File: config.mk
export PLATFORM = sky130hd
export DESIGN_NAME = prr_mul
export DESIGN_NICKNAME = d
export VERILOG_FILES = /design/src/sv/pinhole_reprojection_residual_macros.svh /design/src/sv/prr_pkg.sv /design/src/sv/prr_mul.sv
export SDC_FILE = /design/constraint.sdc
export NUM_CORES = 2
export LEC_CHECK = 0
export ABC_CLOCK_PERIOD_IN_PS = 41600
export BUFFER_PORTS_ARGS = -buffer_cell sky130_fd_sc_hd__buf_4
export CAP_MARGIN = 20
export CORE_ASPECT_RATIO = 1.4
export CORE_MARGIN = 5
export CORE_UTILIZATION = 65
export CTS_BUF_LIST = sky130_fd_sc_hd__clkbuf_8
export CTS_CLUSTER_DIAMETER = 80
export CTS_CLUSTER_SIZE = 30
export DETAILED_ROUTE_END_ITERATION = 12
export PLACE_DENSITY_LB_ADDON = 0.1
export SLEW_MARGIN = 10
export SYNTH_ARGS = -nofsm -noshare
export SYNTH_HDL_FRONTEND = slang
export SYNTH_SLANG_ARGS = --single-unit
File: constraint.sdc
create_clock -name clk -period 41.6 [get_ports clk]
set_input_delay 2.08 -clock clk [delete_from_list [all_inputs] [get_ports clk]]
set_output_delay 2.08 -clock clk [all_outputs]
set_load 0.01 [all_outputs]
File: src/sv/pinhole_reprojection_residual_macros.svh
// Assertion macros for the pinhole reprojection residual block.
// Included by the top level; needs clk and arst_n in scope.
`ifndef PINHOLE_REPROJECTION_RESIDUAL_MACROS_SVH
`define PINHOLE_REPROJECTION_RESIDUAL_MACROS_SVH
// implication checked on every clock while out of reset
`define PRR_ASSERT_IMP(lbl, ante, cons, msg) \
	lbl: assert property (@(posedge clk) disable iff (!arst_n) (ante) |-> (cons)) \
		else $error(msg);
// next-cycle implication
`define PRR_ASSERT_NXT(lbl, ante, cons, msg) \
	lbl: assert property (@(posedge clk) disable iff (!arst_n) (ante) |=> (cons)) \
		else $error(msg);
`endif

File: src/sv/prr_pkg.sv
// Package for the pinhole reprojection residual block.
// Payload structs, item kinds, fixed-point constants. No dependencies.
`default_nettype none
package prr_pkg;
	localparam int FRAC_BITS_DEF = 16;
	localparam int WORD_BITS_DEF = 32;
	localparam int SER_DIGIT = 4;

	typedef enum logic [1:0] {
		KIND_FRAME = 2'd0,
		KIND_CAMERA = 2'd1,
		KIND_MEASURE = 2'd2,
		KIND_NONE = 2'd3
	} kind_t;

	typedef enum logic [1:0] {
		REG_FOCAL_U = 2'd0,
		REG_FOCAL_V = 2'd1,
		REG_CENTER_U = 2'd2,
		REG_CENTER_V = 2'd3
	} reg_idx_t;

	typedef struct packed {
		logic [1:0] kind;
		logic [3:0] entry_index;
		logic signed [31:0] entry_value;
		logic signed [31:0] point_x;
		logic signed [31:0] point_y;
		logic signed [31:0] point_z;
		logic signed [31:0] observed_u;
		logic signed [31:0] observed_v;
	} in_item_t;

	typedef struct packed {
		logic status;
		logic signed [31:0] camera_x;
		logic signed [31:0] camera_y;
		logic signed [31:0] camera_z;
		logic signed [31:0] normalized_u;
		logic signed [31:0] normalized_v;
		logic signed [31:0] pixel_u;
		logic signed [31:0] pixel_v;
		logic signed [31:0] residual_u;
		logic signed [31:0] residual_v;
		logic [62:0] distance_squared;
	} out_item_t;
endpackage
`default_nettype wire

File: src/sv/prr_mul.sv
// Digit-serial signed multiplier for the reprojection block.
// Shift-and-add, SER_DIGIT multiplier bits per cycle; uses prr_pkg.
`default_nettype none
module prr_mul #(
	parameter int AW = 64,
	parameter int BW = 64
) (
	input wire logic clk,
	input wire logic arst_n,
	input wire logic start,
	input wire logic signed [AW-1:0] a,
	input wire logic signed [BW-1:0] b,
	output logic done,
	output logic signed [AW+BW-1:0] prod
);
	import prr_pkg::*;
	localparam int PW = AW + BW;
	localparam int STEPS = (BW + SER_DIGIT - 1) / SER_DIGIT;
	localparam int CW = $clog2(STEPS + 1);
	localparam int BPAD = STEPS * SER_DIGIT;

	logic [PW-1:0] mc_q;
	logic [BPAD-1:0] mp_q;
	logic [PW-1:0] acc_q;
	logic neg_q;
	logic busy_q;
	logic [CW-1:0] cnt_q;
	logic [AW-1:0] amag;
	logic [BW-1:0] bmag;
	logic [PW-1:0] part;

	assign amag = a[AW-1] ? AW'(-a) : AW'(a);
	assign bmag = b[BW-1] ? BW'(-b) : BW'(b);

	always_comb begin
		part = '0;
		for (int k = 0; k < SER_DIGIT; k++) begin
			if (mp_q[k]) part = part + (mc_q << k);
		end
	end

	always_ff @(posedge clk or negedge arst_n) begin
		if (!arst_n) begin
			busy_q <= 1'b0;
			done <= 1'b0;
			cnt_q <= '0;
		end else begin
			done <= 1'b0;
			if (start) begin
				busy_q <= 1'b1;
				cnt_q <= CW'(STEPS);
			end else if (busy_q) begin
				if (cnt_q == CW'(1)) begin
					busy_q <= 1'b0;
					done <= 1'b1;
				end
				cnt_q <= cnt_q - CW'(1);
			end
		end
	end

	always_ff @(posedge clk) begin
		if (start) begin
			mc_q <= PW'(amag);
			mp_q <= BPAD'(bmag);
			acc_q <= '0;
			neg_q <= a[AW-1] ^ b[BW-1];
		end else if (busy_q) begin
			acc_q <= acc_q + part;
			mc_q <= mc_q << SER_DIGIT;
			mp_q <= mp_q >> SER_DIGIT;
		end
	end

	assign prod = neg_q ? $signed(-acc_q) : $signed(acc_q);
endmodule
`default_nettype wire

==> metrics.md <==
| Metric | Value |
|---|---|
| Clock slew at reported path FFs | 0.18 ns |
| Proportion of netlist area held by the largest area contributor | 11.6% |
| # fillers | 6969 |
| Clk pwr share | 5.2% |
| Crit end category | register |
| All-Layer GR Usage | 45.7% |
| Worst Max-Slew Pin Slew | 1.19 ns |
| Worst Path Buf+Inv | 3 |
| Setup TNS | 0 ns |
| Worst VDD drop | 0.0638 mV |
| Sequential share of power | 11.5% |
| Fin crit period | 15.15 ns |
| Slowest CP cell | o21ai_0 |
| Vias per cell | 6.95 |
| Placed cell areas | 54900 um2 |
| CTS Hold Buffers Added | 0 |
| Startpoint types | register |
| Most frequent cells in the layout | 891 x a21oi_1, 732 x nor2_1, 704 x nand2_1 |
| Multi-input gate area | 42600 um2 |
| Hold violation total from the final report | 0 |
| Crit path kind | reg -> reg |
| Most common cell after layout, fill and taps aside | a21oi_1 |
| Synthesized area | 53100 um2 |
| Status | completed |
| Worst min-delay path class | reg -> reg |
| Drt first pass iters | 10 |
| Cell mode on critical path | o21ai_0 |
| Routed len/inst | 24.8 um |
| Net Sw Frac | 58.0% |
| GRT met3 Usage | 10.4% |
| Clock skew | 0.0964 ns |
| Die Ht | 348 um |
| Critical Path Fanout Max | 58 |
| Util after Layout | 68.6% |
| Final slew viol count | 0 |
| Yosys cell types | 92 |
| Top_reg_cell synth | dfxtp_1 |
| Mapped Nets | 8047 |
| Max Clock Freq | 66.0 MHz |
| Final-stage net count | 7921 |
| Vias | 58.3k |
| Clock sink count | 328 |
| Cells after synthesis | 7418 |
| Starting density of the core | 65.3% |
| CTS buffer count | 26 |
| Chip Width | 252 um |
| Worst-Skew Late Latency | 0.82 ns |
| Post-CTS repair timing setup buffer count | 0 |
| Combinational Power Share | 83.3% |
| Number of global-route vias before repair | 57.4k |
| Core area | 81300 um2 |
| DR iter-0 viols | 5132 |
| Die area | 87600 um2 |
| Power Dens Cells | 86.8 nW/um2 |
| Flops & latches, synth | 328 |
| CP peak stage delay | 0.57 ns |
| Gr ovfl total | 0 |
| First-pass GRT wire length | 320 mm |
| Hold_ws | 0.536 ns |
| Static leakage | 25.4 nW |
| Register area share after synthesis | 14.9% |
| Clock Path Buffers | 3 |
| Async S/R FF share, synth | 2.13% |
| P&R area growth vs syn | 5.13% |
| Routability cong. | 1.11 |
| Clock root cell | clkbuf_8 |
| Syn avg cell area | 7.16 um2 |
| RSZ-0062 raised after global routing | no |
| Internal power component | 0.00203 W |
| Post-route clock period utilization | 36.4% |
| GR met2 Demand/Resource | 78.7% |
| Met1 Use GR | 41.0% |
| Yosys warns | 0 |
| Layout cells sized above 1 | 7.73% |
| Arrival @ worst endpoint | 15.86 ns |
| Top delay family on crit path | compound AO/OA/AOI/OAI gates |
| Final cell count without fillers | 8388 |
| Largest net degree at the start of global routing | 188 |
| Post-route cell area | 55800 um2 |
| Worst EP required | 42.31 ns |
| Post-route ant nets | 0 |
| Port Buf Inserts | 259 |
| CTS tree | yes |
| Post-route DRC | 0 |
| Switch Pwr | 0.00281 W |
| CTS H-Tree Depth | 1 |
| Post-DP HPWL | 162 mm |
| GR peak layer | met2 |
| Boundary Pins | 260 |
| Top cell type by total area after synthesis | ha_1 |
| Initial antenna violation count | 6 |
| Max-cap violations | 0 |
| Placed instance count | 8324 |
| Sequential cell area | 7900 um2 |
| Final setup viols | 0 |
| Synth area leaders | ha_1 12%, a21oi_1 8.4%, edfxtp_1 7.3%, dfxtp_1 7.2%, xnor2_1 7.0% |
| Post-cts sizing count | 0 |
| Slew headroom | 20.8% |
| # rows | 124 |
| Number of flops mapped to enable cells by yosys | 129 |
| WL final | 208 mm |
-- cell type report --
class | count | share of cell area, %
inverters | 235 | 1.59
clock inverters | 22 | 0.765
clock buffers | 26 | 0.641
flip-flops and latches | 328 | 14.2
multi-input cells | 6406 | 76.4
well taps | 1071 | 2.40
repair buffers | 295 | 4.02
diodes | 5 | 0.0224
-- stage by stage --
| step | worst slack [ns] | total power, W |
|---|---|---|
| global route | 25.43 | 0.00519 |
| detailed placement | 27.05 | 0.00442 |
| global placement | 27.18 | 0.00438 |
| CTS | 26.99 | 0.00469 |
| finish | 26.45 | 0.00484 |
| floorplan | 28.07 | 0.00336 |
-- routing by layer --
layer,part of all wire (%),vias up
li1,-,26800
met1,31,26800
met2,48,3199
met3,7.1,1480
met4,15,4
met5,0.012,-
-- worst paths after layout --
path                       startpoint         end  slack (ns)  depth (start not counted)
setup / recovery              mp_q[0]  acc_q[126]       26.45                         52
hold / removal               acc_q[9]    acc_q[9]        0.54                          2
setup reg to reg              mp_q[0]  acc_q[126]       26.45                         52
hold reg to reg              acc_q[9]    acc_q[9]        0.54                          2
max in group asynchronous      arst_n      busy_q       40.35                          1
min in group asynchronous      arst_n      busy_q        1.10                          1
-- registers in the layout, summed over array words and instances (netlist names) --
name / count
acc_q: 128
busy_q: 1
cnt_q: 5
done: 1
mc_q: 128
mp_q: 64
neg_q: 1
-- worst reg2reg max path, delay by kind of cell (launching register included) --
family	cells	cell delay [ns]
flip-flops	1	0.35
AO/OA/AOI/OAI	22	5.88
XOR/XNOR	4	0.62
multiplexers	2	0.61
buffers and inverters	3	0.96
AND/OR/NAND/NOR	16	4.75
adder cells (fa/ha/maj)	5	1.85
-- power groups by stage --
stage / logic, W / registers (W) / clock network, W
after floorplan: 0.00288 / 0.000486 / 0
after global placement: 0.00383 / 0.000552 / 0
after detailed placement: 0.00387 / 0.000553 / 0
after CTS: 0.00390 / 0.000546 / 0.000249
after global routing: 0.00437 / 0.000560 / 0.000261
final: 0.00403 / 0.000556 / 0.000250
-- logic make-up (layout without fill, tap and decap cells) --
group	Yosys count	count (layout)	synth area share (%)
mux	291	291	5.82
compound gates	2509	2509	29.3
xor+xnor	747	747	12.3
fa+ha+maj	498	498	11.8
buf+inv	684	578	4.86
other cells	0	5	0
simple gates	2361	2361	21.0
flops	328	328	14.9
-- cells in the mapped netlist, types with 30 or more instances --
master / n
a21o_1: 346
a221oi_1: 30
o21a_1: 63
and3_1: 40
and2_1: 98
a31oi_1: 69
o21bai_1: 132
or2_2: 30
clkbuf_1: 412
nor2_1: 734
nor4_1: 50
nor3_1: 103
or3_1: 68
dfxtp_1: 192
nand2_1: 704
nand4_1: 196
a21oi_1: 891
mux2_2: 141
ha_1: 494
a211oi_1: 46
edfxtp_1: 129
o21ai_0: 544
or4_1: 42
xor2_1: 325
nand2b_1: 61
o31ai_1: 104
mux2i_1: 150
nor2b_1: 67
xnor2_1: 422
inv_1: 232
nand3_1: 95
o41ai_1: 57
Power figures use the tool's default switching activity.
